<file path="src/tbs_pkg.sv">
// Shared types and constants for the token bucket shaper.
// Used by every module of the block except the generic RAM.
package tbs_pkg;

  localparam int TBS_QUEUE_DEPTH = 64;
  localparam int TBS_ID_WIDTH    = 16;
  localparam int TBS_TOK_WIDTH   = 8;
  localparam int TBS_QCNT_WIDTH  = 7;
  localparam int TBS_EV_WIDTH    = 3;

  localparam logic [TBS_TOK_WIDTH-1:0] TBS_DEPTH_RESET = 8'd10;

  localparam logic CMD_TICK    = 1'b0;
  localparam logic CMD_ARRIVAL = 1'b1;

  typedef enum logic [TBS_EV_WIDTH-1:0] {
    EV_TOKEN_KEPT    = 3'd0,
    EV_TOKEN_DROPPED = 3'd1,
    EV_TOO_BIG       = 3'd2,
    EV_QUEUED        = 3'd3,
    EV_RELEASED      = 3'd4,
    EV_QUEUE_FULL    = 3'd5
  } tbs_event_t;

  typedef struct packed {
    logic                     command;
    logic [TBS_ID_WIDTH-1:0]  packet_id;
    logic [TBS_TOK_WIDTH-1:0] tokens_needed;
  } tbs_in_t;

  typedef struct packed {
    tbs_event_t                event_res;
    logic                      release_valid;
    logic [TBS_ID_WIDTH-1:0]   release_id;
    logic [TBS_TOK_WIDTH-1:0]  bucket_level;
    logic [TBS_QCNT_WIDTH-1:0] queue_count;
  } tbs_out_t;

  // One waiting packet.
  typedef struct packed {
    logic [TBS_ID_WIDTH-1:0]  id;
    logic [TBS_TOK_WIDTH-1:0] need;
  } tbs_entry_t;

  typedef struct packed {
    logic push;
    logic pop;
  } tbs_fifo_cmd_t;

endpackage

</file>
<file path="src/token_bucket_shaper.sv">
// Token bucket shaper. Each input transfer is a token tick or a packet
// arrival and yields exactly one result transfer. Items pass an input
// register, combinational decision logic against the bucket level and the
// queue head, and a result register, so one item is taken per clock when
// the result side keeps up. The waiting queue holds QUEUE_DEPTH packets
// in a RAM with a head register refilled by a registered read after every
// release from the queue. The bucket depth register at byte address 0
// resets to 10; the user must write it only while the block is idle; the
// block does not enforce this. Depends on tbs_pkg, tbs_cfg, tbs_fifo and tbs_ram.
module token_bucket_shaper
  import tbs_pkg::*;
#(
  parameter int QUEUE_DEPTH = TBS_QUEUE_DEPTH
) (
  input  logic        clk,
  input  logic        rst_n,
  input  logic        in_valid,
  output logic        in_ready,
  input  tbs_in_t     in_data,
  output logic        out_valid,
  input  logic        out_ready,
  output tbs_out_t    out_data,
  input  logic        psel,
  input  logic        penable,
  input  logic        pwrite,
  input  logic [2:0]  paddr,
  input  logic [31:0] pwdata,
  output logic [31:0] prdata,
  output logic        pready
);

  localparam int CNT_W = $clog2(QUEUE_DEPTH+1);

  logic                     in_valid_r;
  tbs_in_t                  in_r;
  logic                     out_valid_r;
  tbs_out_t                 out_r, out_nxt;
  logic [TBS_TOK_WIDTH-1:0] level_r, level_nxt;
  logic [TBS_TOK_WIDTH-1:0] bucket_depth;
  logic [TBS_TOK_WIDTH-1:0] lvl_tick;
  logic                     proc_fire;
  tbs_fifo_cmd_t            fifo_cmd, fifo_req;
  tbs_entry_t               head;
  tbs_entry_t               push_entry;
  logic [CNT_W-1:0]         count, count_after;
  logic [CNT_W+6:0]         count_ext;

  tbs_cfg u_cfg (
    .clk          (clk),
    .rst_n        (rst_n),
    .psel         (psel),
    .penable      (penable),
    .pwrite       (pwrite),
    .paddr        (paddr),
    .pwdata       (pwdata),
    .prdata       (prdata),
    .pready       (pready),
    .bucket_depth (bucket_depth)
  );

  tbs_fifo #(
    .DEPTH (QUEUE_DEPTH)
  ) u_fifo (
    .clk        (clk),
    .rst_n      (rst_n),
    .cmd        (fifo_cmd),
    .push_entry (push_entry),
    .head       (head),
    .count      (count)
  );

  assign proc_fire = in_valid_r && (!out_valid_r || out_ready);
  assign in_ready  = !in_valid_r || proc_fire;

  assign push_entry.id   = in_r.packet_id;
  assign push_entry.need = in_r.tokens_needed;

  always_comb begin
    fifo_req      = '0;
    level_nxt     = level_r;
    lvl_tick      = level_r;
    out_nxt       = '0;
    out_nxt.event_res = EV_TOKEN_KEPT;
    if (in_r.command == CMD_TICK) begin
      // The new token is dropped when the bucket is already at (or above) depth.
      if (level_r >= bucket_depth) begin
        out_nxt.event_res = EV_TOKEN_DROPPED;
      end else begin
        lvl_tick = level_r + 1'b1;
      end
      level_nxt = lvl_tick;
      if ((count != '0) && (head.need <= lvl_tick)) begin
        fifo_req.pop          = 1'b1;
        level_nxt             = lvl_tick - head.need;
        out_nxt.release_valid = 1'b1;
        out_nxt.release_id    = head.id;
      end
    end else begin
      if (in_r.tokens_needed > bucket_depth) begin
        out_nxt.event_res = EV_TOO_BIG;
      end else if ((count == '0) && (in_r.tokens_needed <= level_r)) begin
        level_nxt             = level_r - in_r.tokens_needed;
        out_nxt.event_res     = EV_RELEASED;
        out_nxt.release_valid = 1'b1;
        out_nxt.release_id    = in_r.packet_id;
      end else if (count == CNT_W'(QUEUE_DEPTH)) begin
        out_nxt.event_res = EV_QUEUE_FULL;
      end else begin
        fifo_req.push     = 1'b1;
        out_nxt.event_res = EV_QUEUED;
      end
    end
    out_nxt.bucket_level = level_nxt;
    out_nxt.queue_count  = count_ext[TBS_QCNT_WIDTH-1:0];
  end

  always_comb begin
    if (fifo_req.push) begin
      count_after = count + 1'b1;
    end else if (fifo_req.pop) begin
      count_after = count - 1'b1;
    end else begin
      count_after = count;
    end
  end

  assign count_ext = {7'b0, count_after};

  assign fifo_cmd.push = fifo_req.push && proc_fire;
  assign fifo_cmd.pop  = fifo_req.pop && proc_fire;

  always_ff @(posedge clk) begin
    if (!rst_n) begin
      in_valid_r  <= 1'b0;
      out_valid_r <= 1'b0;
      level_r     <= '0;
    end else begin
      if (in_valid && in_ready) begin
        in_valid_r <= 1'b1;
      end else if (proc_fire) begin
        in_valid_r <= 1'b0;
      end
      if (proc_fire) begin
        out_valid_r <= 1'b1;
        level_r     <= level_nxt;
      end else if (out_ready) begin
        out_valid_r <= 1'b0;
      end
    end
  end

  always_ff @(posedge clk) begin
    if (in_valid && in_ready) begin
      in_r <= in_data;
    end
    if (proc_fire) begin
      out_r <= out_nxt;
    end
  end

  assign out_valid = out_valid_r;
  assign out_data  = out_r;

endmodule

</file>
<file path="src/tbs_ram.sv">
// Generic single-write, single-read RAM with a registered read port.
// No dependencies.
module tbs_ram #(
  parameter int WIDTH = 8,
  parameter int DEPTH = 64
) (
  input  logic                     clk,
  input  logic                     wr_en,
  input  logic [$clog2(DEPTH)-1:0] wr_addr,
  input  logic [WIDTH-1:0]         wr_data,
  input  logic                     rd_en,
  input  logic [$clog2(DEPTH)-1:0] rd_addr,
  output logic [WIDTH-1:0]         rd_data
);

  logic [WIDTH-1:0] mem_r [DEPTH];
  logic [WIDTH-1:0] rd_data_r;

  always_ff @(posedge clk) begin
    if (wr_en) begin
      mem_r[wr_addr] <= wr_data;
    end
    if (rd_en) begin
      rd_data_r <= mem_r[rd_addr];
    end
  end

  assign rd_data = rd_data_r;

endmodule

</file>
<file path="src/tbs_cfg.sv">
// APB-style configuration register file holding the bucket depth.
// Depends on tbs_pkg.
module tbs_cfg
  import tbs_pkg::*;
(
  input  logic                     clk,
  input  logic                     rst_n,
  input  logic                     psel,
  input  logic                     penable,
  input  logic                     pwrite,
  input  logic [2:0]               paddr,
  input  logic [31:0]              pwdata,
  output logic [31:0]              prdata,
  output logic                     pready,
  output logic [TBS_TOK_WIDTH-1:0] bucket_depth
);

  logic [TBS_TOK_WIDTH-1:0] depth_r;
  logic                     wr_hit;

  // Byte offsets within a word are ignored; word 0 is the only register.
  assign wr_hit = psel && penable && pwrite && (paddr[2] == 1'b0);

  always_ff @(posedge clk) begin
    if (!rst_n) begin
      depth_r <= TBS_DEPTH_RESET;
    end else if (wr_hit) begin
      depth_r <= pwdata[TBS_TOK_WIDTH-1:0];
    end
  end

  always_comb begin
    prdata = '0;
    if (paddr[2] == 1'b0) begin
      prdata = {{(32-TBS_TOK_WIDTH){1'b0}}, depth_r};
    end
  end

  assign pready       = 1'b1;
  assign bucket_depth = depth_r;

endmodule

</file>
<file path="src/tbs_fifo.sv">
// Waiting queue of packets: RAM storage plus a head register so the head
// entry is always visible combinationally. Depends on tbs_pkg and tbs_ram.
module tbs_fifo
  import tbs_pkg::*;
#(
  parameter int DEPTH = TBS_QUEUE_DEPTH
) (
  input  logic                       clk,
  input  logic                       rst_n,
  input  tbs_fifo_cmd_t              cmd,
  input  tbs_entry_t                 push_entry,
  output tbs_entry_t                 head,
  output logic [$clog2(DEPTH+1)-1:0] count
);

  localparam int PTR_W = $clog2(DEPTH);
  localparam int CNT_W = $clog2(DEPTH+1);
  localparam int ENT_W = $bits(tbs_entry_t);

  logic [PTR_W-1:0] head_ptr_r, head_ptr_nxt;
  logic [PTR_W-1:0] tail_ptr_r, tail_ptr_nxt;
  logic [CNT_W-1:0] count_r;
  logic             fetch_r;
  tbs_entry_t       head_r;
  tbs_entry_t       head_cur;
  logic [ENT_W-1:0] rd_data;

  assign head_ptr_nxt = (head_ptr_r == PTR_W'(DEPTH-1)) ? '0 : head_ptr_r + 1'b1;
  assign tail_ptr_nxt = (tail_ptr_r == PTR_W'(DEPTH-1)) ? '0 : tail_ptr_r + 1'b1;

  // After a pop the new head is read from RAM; it shows up on the read
  // register in the next cycle and is used straight from there.
  assign head_cur = fetch_r ? tbs_entry_t'(rd_data) : head_r;

  tbs_ram #(
    .WIDTH (ENT_W),
    .DEPTH (DEPTH)
  ) u_ram (
    .clk     (clk),
    .wr_en   (cmd.push),
    .wr_addr (tail_ptr_r),
    .wr_data (push_entry),
    .rd_en   (cmd.pop),
    .rd_addr (head_ptr_nxt),
    .rd_data (rd_data)
  );

  always_ff @(posedge clk) begin
    if (!rst_n) begin
      head_ptr_r <= '0;
      tail_ptr_r <= '0;
      count_r    <= '0;
      fetch_r    <= 1'b0;
    end else begin
      if (cmd.push) begin
        tail_ptr_r <= tail_ptr_nxt;
        count_r    <= count_r + 1'b1;
      end else if (cmd.pop) begin
        head_ptr_r <= head_ptr_nxt;
        count_r    <= count_r - 1'b1;
      end
      fetch_r <= cmd.pop && (count_r != CNT_W'(1));
    end
  end

  // A push into an empty queue becomes the head directly.
  always_ff @(posedge clk) begin
    if (cmd.push && (count_r == '0)) begin
      head_r <= push_entry;
    end else begin
      head_r <= head_cur;
    end
  end

  assign head  = head_cur;
  assign count = count_r;

endmodule
</file>
<file path="config.mk">
export PLATFORM = sky130hd
export DESIGN_NAME = token_bucket_shaper
export DESIGN_NICKNAME = d
export VERILOG_FILES = /design/src/tbs_pkg.sv /design/src/token_bucket_shaper.sv /design/src/tbs_ram.sv /design/src/tbs_cfg.sv /design/src/tbs_fifo.sv
export SDC_FILE = /design/constraint.sdc
export NUM_CORES = 2
export LEC_CHECK = 0
export BUFFER_PORTS_ARGS = -buffer_cell sky130_fd_sc_hd__buf_2
export CORE_MARGIN = 4
export CORE_UTILIZATION = 55
export DETAILED_ROUTE_END_ITERATION = 12
export GPL_ROUTABILITY_DRIVEN = 0
export GPL_TIMING_DRIVEN = 0
export PLACE_DENSITY = 0.75
export RECOVER_POWER = 50
export SLEW_MARGIN = 30
export SYNTH_ARGS = -nofsm -noshare
export SYNTH_HDL_FRONTEND = slang
export SYNTH_SLANG_ARGS = --single-unit
</file>
<file path="constraint.sdc">
create_clock -name clk -period 10.3 [get_ports clk]
set_input_delay 0.515 -clock clk [delete_from_list [all_inputs] [get_ports clk]]
set_output_delay 0.515 -clock clk [all_outputs]
set_load 0.1 [all_outputs]
</file>
## After elaboration in Yosys (flattened, before gate mapping)

Memories as Yosys holds them, arrays and structs flattened. A register that Yosys moved wholly into a read port is not among the register bits.
Cells that the tools add are included.

- Equality and inequality tests: 4
- Bitwise operators: 2
- Mux-type cells: 35
- Reduce and logical (&&, ||, !) cells: 21
- Magnitude comparators: 4
- Add/sub/neg operators: 7

Operators with widths:

| kind | number |
|---|---|
| 8-bit two-way mux | 7 |
| 17-bit two-way mux | 3 |
| 24-bit two-way mux | 2 |
| 7-bit two-way mux | 4 |
| 20-bit two-way mux | 1 |
| 8-bit less-or-equal comparator | 2 |
| 8-bit subtractor | 2 |
| 1-bit two-way mux | 13 |
| 6-bit by 1-bit adder with 6-bit output, second input constant | 2 |
| 6-bit == test, second input constant | 2 |
| 6-bit two-way mux | 2 |
| 1-bit logical AND | 11 |
| 3-bit two-way mux | 3 |
| 8-bit by 1-bit adder with 8-bit output, second input constant | 1 |
| 8-bit greater-or-equal comparator | 1 |
| 8-bit > comparator | 1 |
| 7-bit by 1-bit adder with 7-bit output, second input constant | 1 |
| 7-bit == test, second input constant | 1 |
| 7-bit logical NOT | 1 |
| 7-bit by 1-bit != test with 1-bit output, second input constant | 1 |
| 7-bit nonzero test | 1 |
| 7-bit by 1-bit subtractor with 7-bit output, second input constant | 1 |
| 2-bit nonzero test | 3 |
| 1-bit logical NOT | 2 |
| 3 further kinds | 5 |

- Output and inout port bits: 70
- Memories kept: 1
- Bits in writable memories: 1536
- Logic and storage cells: 92
- Register bits: 122

Memory list:

| name | depth | bits a word | read ports | clocked after memory_dff | write ports | line | RTL |
|---|---|---|---|---|---|---|---|
| u_fifo.u_ram.mem_r | 64 | 24 | 1 | 1 | 1 | tbs_ram.sv:16 | `logic [WIDTH-1:0] mem_r [DEPTH];` |

## Logic depth before layout (Yosys ltp)

- Word-level depth: 10
- Gate-level depth with buffers: 19
- Mapped depth without buffers: 18

## By module

From an unflattened synthesis, not the netlist that was laid out.

- Cell total of the unflattened synthesis: 3291
- Area, all modules: 66856.6 um^2

Modules (own cells, without submodules):

| module | instances | area an instance (um^2) | sequential area each (um^2) | cells each |
|---|---|---|---|---|
| tbs_ram | 1 | 59535.8 | 46844.9 | 2610 |
| token_bucket_shaper | 1 | 4445.5 | 2001.9 | 403 |
| tbs_fifo | 1 | 2274.7 | 880.8 | 208 |
| tbs_cfg | 1 | 600.6 | 160.2 | 70 |

## Worst setup path after synthesis

No wires, ideal clock.

- Path kind: reg-to-reg
- Start point: reg in_r[0] in the netlist's numbering
- End point: mem u_fifo.u_ram.mem_r[57][0] in the netlist's numbering, enable pin
- Path slack: 5.545 ns
- Clock period less this slack: 4.755 ns
- Cell stages (with the launch flop): 11
- Arrival: 4.351 ns
- Path buffers: 1
- Cells stage by stage: edfxtp_1 ha_1 fa_1 nand2b_1 a21oi_1 o21a_1 o311ai_1 nand3_1 or4b_2 clkbuf_1 nor2_1

- Longest elaborated chain between the ends: 8
- Elaborated cells on any way between the ends: 9
- Those cells by class: order compare: 2; mux: 5; reduce/logical: 2

RTL lines:

| item | line | RTL |
|---|---|---|
| start: declaration | token_bucket_shaper.sv:35 | `tbs_in_t in_r;` |
| start signal: assignment | token_bucket_shaper.sv:154 | `in_r <= in_data;` |
| 8-bit less-or-equal comparator | token_bucket_shaper.sv:101 | `end else if ((count == '0) && (in_r.tokens_needed <= level_r)) begin` |
| 1-bit logical AND | token_bucket_shaper.sv:101 |  |
| 1-bit two-way mux | token_bucket_shaper.sv:101 |  |
| 1-bit two-way mux (*) | token_bucket_shaper.sv:99 | `if (in_r.tokens_needed > bucket_depth) begin` |
| 1-bit two-way mux (*) | token_bucket_shaper.sv:84 | `if (in_r.command == CMD_TICK) begin` |
| 1-bit logical AND (*) | token_bucket_shaper.sv:129 | `assign fifo_cmd.push = fifo_req.push && proc_fire;` |
| 1-bit two-way mux (*) | tbs_ram.sv:20 | `if (wr_en) begin` |
| 1-bit two-way mux (not written as such) (*) | tbs_ram.sv:21 | `mem_r[wr_addr] <= wr_data;` |
| end: declaration | tbs_ram.sv:16 |  |

Every way passes the cells marked *; elsewhere a longest branch is shown, timed or not.

## Worst setup path in the final report

- Start point: reg in_r[3] in the netlist's numbering
- End point: mem u_fifo.u_ram.mem_r[18][19] in the netlist's numbering, enable pin

Same word-level chain as after synthesis.

==> flow_summary.toml <==
[synthesis]
async_flop_share_pct = 0
synth_top_family_by_area = "simple AND/OR/NAND/NOR gates"
muxShareOfSynthArea_pct = 4.802
syn-instance-count = 4620
synthesis.area_sq_um = 67010
synth_top_cells_by_count = "edfxtp_1 (1,620), nand2_1 (1,009), nand3_1 (317), mux2i_1 (299), a31oi_1 (141)"
syn_avg_cell_area_sq_um = 14.50
yosysMostFrequentCell = "edfxtp_1"
synth-xor-area-share_pct = 0.3902
synth_top_area_share_pct = 72.59
ys_warn_count = 0
synth_simple_gate_area_share_pct = 10.43
yosysTopAreaCell = "edfxtp_1"
ys_ff_latch = 1682
synth_area_leaders = "edfxtp_1 (73%), nand2_1 (5.7%), mux2i_1 (4.5%)"
ys_seq_area_share_pct = 74.45
synth_compound_area_share_pct = 6.520
synth_edf_count = 1620
synthFlopType = "edfxtp_1"
ys_types = 78
synth_adder_area_share_pct = 0.7879

[worst_setup_path]
crit_path_cell_trace = "clkbuf_1 > clkbuf_1 > clkbuf_1 > inv_1 > ha_1 > nor2_1 > a21oi_1 > o21a_1 > o311ai_1 > nand3_1 > or4b_2 > clkbuf_2 > nor2_4 > buf_8"
required_ns = 10.79
r2r-start = "in_r[3]"
crit_family = "buffers and inverters"
r2r_end = "u_fifo.u_ram.mem_r[18][19]"
crit_fanout = 17
critPathMostFrequentCell = "clkbuf_1"
end_kind = "register"
max_stage_delay_ns = 0.87
critPathBufInv = 6
r2r_slack_ns = 3.67
crit_arrival_ns = 7.12
ff2ff_path_depth = 14
cpMaxStageDelayCell = "clkbuf_1"
cp-start-kind = "register"
critPathKind = "register to register"

[die]
num_io_pins = 137
initial_core_util_pct = 55.64
rows = 127
die_area_sq_um = 127500
fp.dieH_um = 357.1
core_sq_um = 120400
fp.dieW_um = 357.1

[grt]
gr-total-overflow = 0
grt_usage_pct = 30.84
antenna_found_initial = 7
grt_pass1_vias = 42800
grt_max_degree = 45
grt_pass1_wl_mm = 284.4

[sta]
finalCriticalPeriod_ns = 6.634
rsz0062_at_grt = "no"
max_freq_mhz = 150.7
fin_tns_setup_ns = 0
post-route-period-util_pct = 64.41
worst_clock_skew_ns = 0.03632
relSlewSlack_pct = -57.07
hold_viol_final = 0
drv_slew = 70
worst_pin_slew_ns = 2.356
hold_ws_ns = 0.08133
setup_viol = 0

[clocking]
htreeDepth = 4
clk_pin_slew_ns = 0.06
clkSinkCount = 1682
cts_buffers = 164
cts_hold_buf = 34
insertion_delay_ns = 0.81
cts_tree = "built"
root_buffer = "clkbuf_16"
clock_path_buffers = 3
cts_resized = 0
postCtsSetupRepairBufs = 0

[placed_design]
place_hpwl_mm = 136.9
portBuffers = 84

[hold_path]
hold_path.startpoint = "out_ready"
whs_path_depth = 3
holdPathEnd = "out_valid"
hp-class = "input pin to register"

[pwr]
vdd_drop_max_v = 0.0001809
power_mw = 14.00
pwr_density_cell_nw_per_um2 = 180.4
p_leak_nw = 27.40

[cells_and_area]
final_layout_size_suffix_gt1_share_pct = 11.75
num-nets-final = 5195
final_core_util_pct = 64.44
fillers = 8319
multi_input_area_sq_um = 15970
ff_latch_area_sq_um = 49890
syn_to_final_growth_pct = 15.83

[route]
first_pass_iters = 8
drtIter0Drc = 7466
num_vias = 44190
drt.antenna.violating_nets = 0
drc_errors = 0
via_per_inst = 6.462
drt_wl_total_mm = 198.7
wl_per_cell_um = 29.06

[run_status]
status = "finished, violations left"
violations = "capacitance limit, slew limit"

[job]
maxCapViolations = 2
## worst reg2reg max path, stage by stage (launching register included)
cell and delay [ns]:
edfxtp_1 0.31, clkbuf_1 0.69, clkbuf_1 0.81, clkbuf_1 0.88, inv_1 0.12, ha_1 0.40
nor2_1 0.13, a21oi_1 0.09, o21a_1 0.25, o311ai_1 0.39, nand3_1 0.27, or4b_2 0.68
clkbuf_2 0.46, nor2_4 0.60, buf_8 0.25
## routing by layer
metal | global-route usage [%] | routed length, um | vias up
met5 | 0 | 27 | -
met4 | 15.16 | 11160 | 4
met3 | 9.698 | 29420 | 595
met2 | 46.23 | 87720 | 3492
met1 | 41.20 | 70360 | 21560
li1 | - | - | 18540
## flip-flops by register name, summed over array words and instances (netlist names)
signal,count
level_r,8
u_fifo.tail_ptr_r,6
u_cfg.bucket_depth,8
u_fifo.count,7
u_fifo.head_r,24
in_r,25
out_valid,1
u_fifo.u_ram.mem_r,1536
u_fifo.fetch_r,1
u_fifo.head_ptr_r,6
u_fifo.u_ram.rd_data,24
in_valid_r,1
out_data,35
## per-stage QoR
| stage | setup slack (ns) | cells | cell area (sq um) |
|---|---|---|---|
| 2_1_floorplan | 5.545 | 4643 | 67100 |
| 3_3_place_gp | 2.688 | 6339 | 69540 |
| 3_5_place_dp | 4.577 | 6497 | 72820 |
| 4_1_cts | 4.554 | 6834 | 78450 |
| 5_1_grt | 3.460 | 6836 | 77620 |
| 6_report | 3.666 | 6838 | 77620 |
## cell usage in the layout (no fill, tap or decap), types with 19 or more instances in the layout
cell / n
a211oi_1: 23
a21oi_1: 50
a221oi_1: 44
a31oi_1: 141
a32o_1: 44
a32oi_1: 135
buf_1: 27
buf_16: 52
buf_2: 153
buf_4: 58
clkbuf_1: 275
clkbuf_16: 167
clkinv_1: 42
clkinv_2: 23
conb_1: 25
dfxtp_1: 62
dlygate4sd3_1: 34
edfxtp_1: 1620
ha_1: 39
inv_1: 35
mux2i_1: 299
nand2_1: 1009
nand3_1: 317
nand4_1: 26
nor2_1: 71
nor2_4: 64
nor4_1: 23
o21ai_0: 20
o22ai_1: 22
or4_1: 24
xnor2_1: 19
## report_power, final
group / internal (mW) / switching (mW) / total (mW)
Sequential: 7.55 / 0.0315 / 7.58
Clock: 3.35 / 2.59 / 5.94
Combinational: 0.117 / 0.359 / 0.476
## worst max path at each step
stage	endpoint	slack, ns	start	cells after the start
final	u_fifo.u_ram.mem_r[18][19]	3.67	in_r[3]	14
after global routing	u_fifo.u_ram.mem_r[18][19]	3.46	in_r[3]	14
after CTS	out_data[26]	4.55	level_r[2]	14
after detailed placement	out_data[26]	4.58	level_r[2]	14
after global placement	u_fifo.u_ram.mem_r[54][17]	2.69	in_r[5]	10
after floorplan	u_fifo.u_ram.mem_r[57][0]	5.54	in_r[0]	10
## kinds of logic after synthesis
| group | Yosys count |
|---|---|
| AO/OA/AOI/OAI | 576 |
| buffers and inverters | 352 |
| flip-flops | 1682 |
| other | 2 |
| AND/OR/NAND/NOR | 1627 |
| multiplexers | 311 |
| adder cells (fa/ha/maj) | 41 |
| XOR/XNOR | 29 |
## area by class of cell
class / count / share of cell area [%]
repair buffers: 278 / 3.466
flip-flops and latches: 1682 / 64.27
inverters: 36 / 0.1741
diodes: 2 / 0.006448
clock inverters: 99 / 1.251
multi-input cells: 2609 / 20.57
plain buffers: 316 / 2.100
well taps: 1612 / 2.598
clock buffers: 204 / 5.563
(Power assumes the default switching activity.)
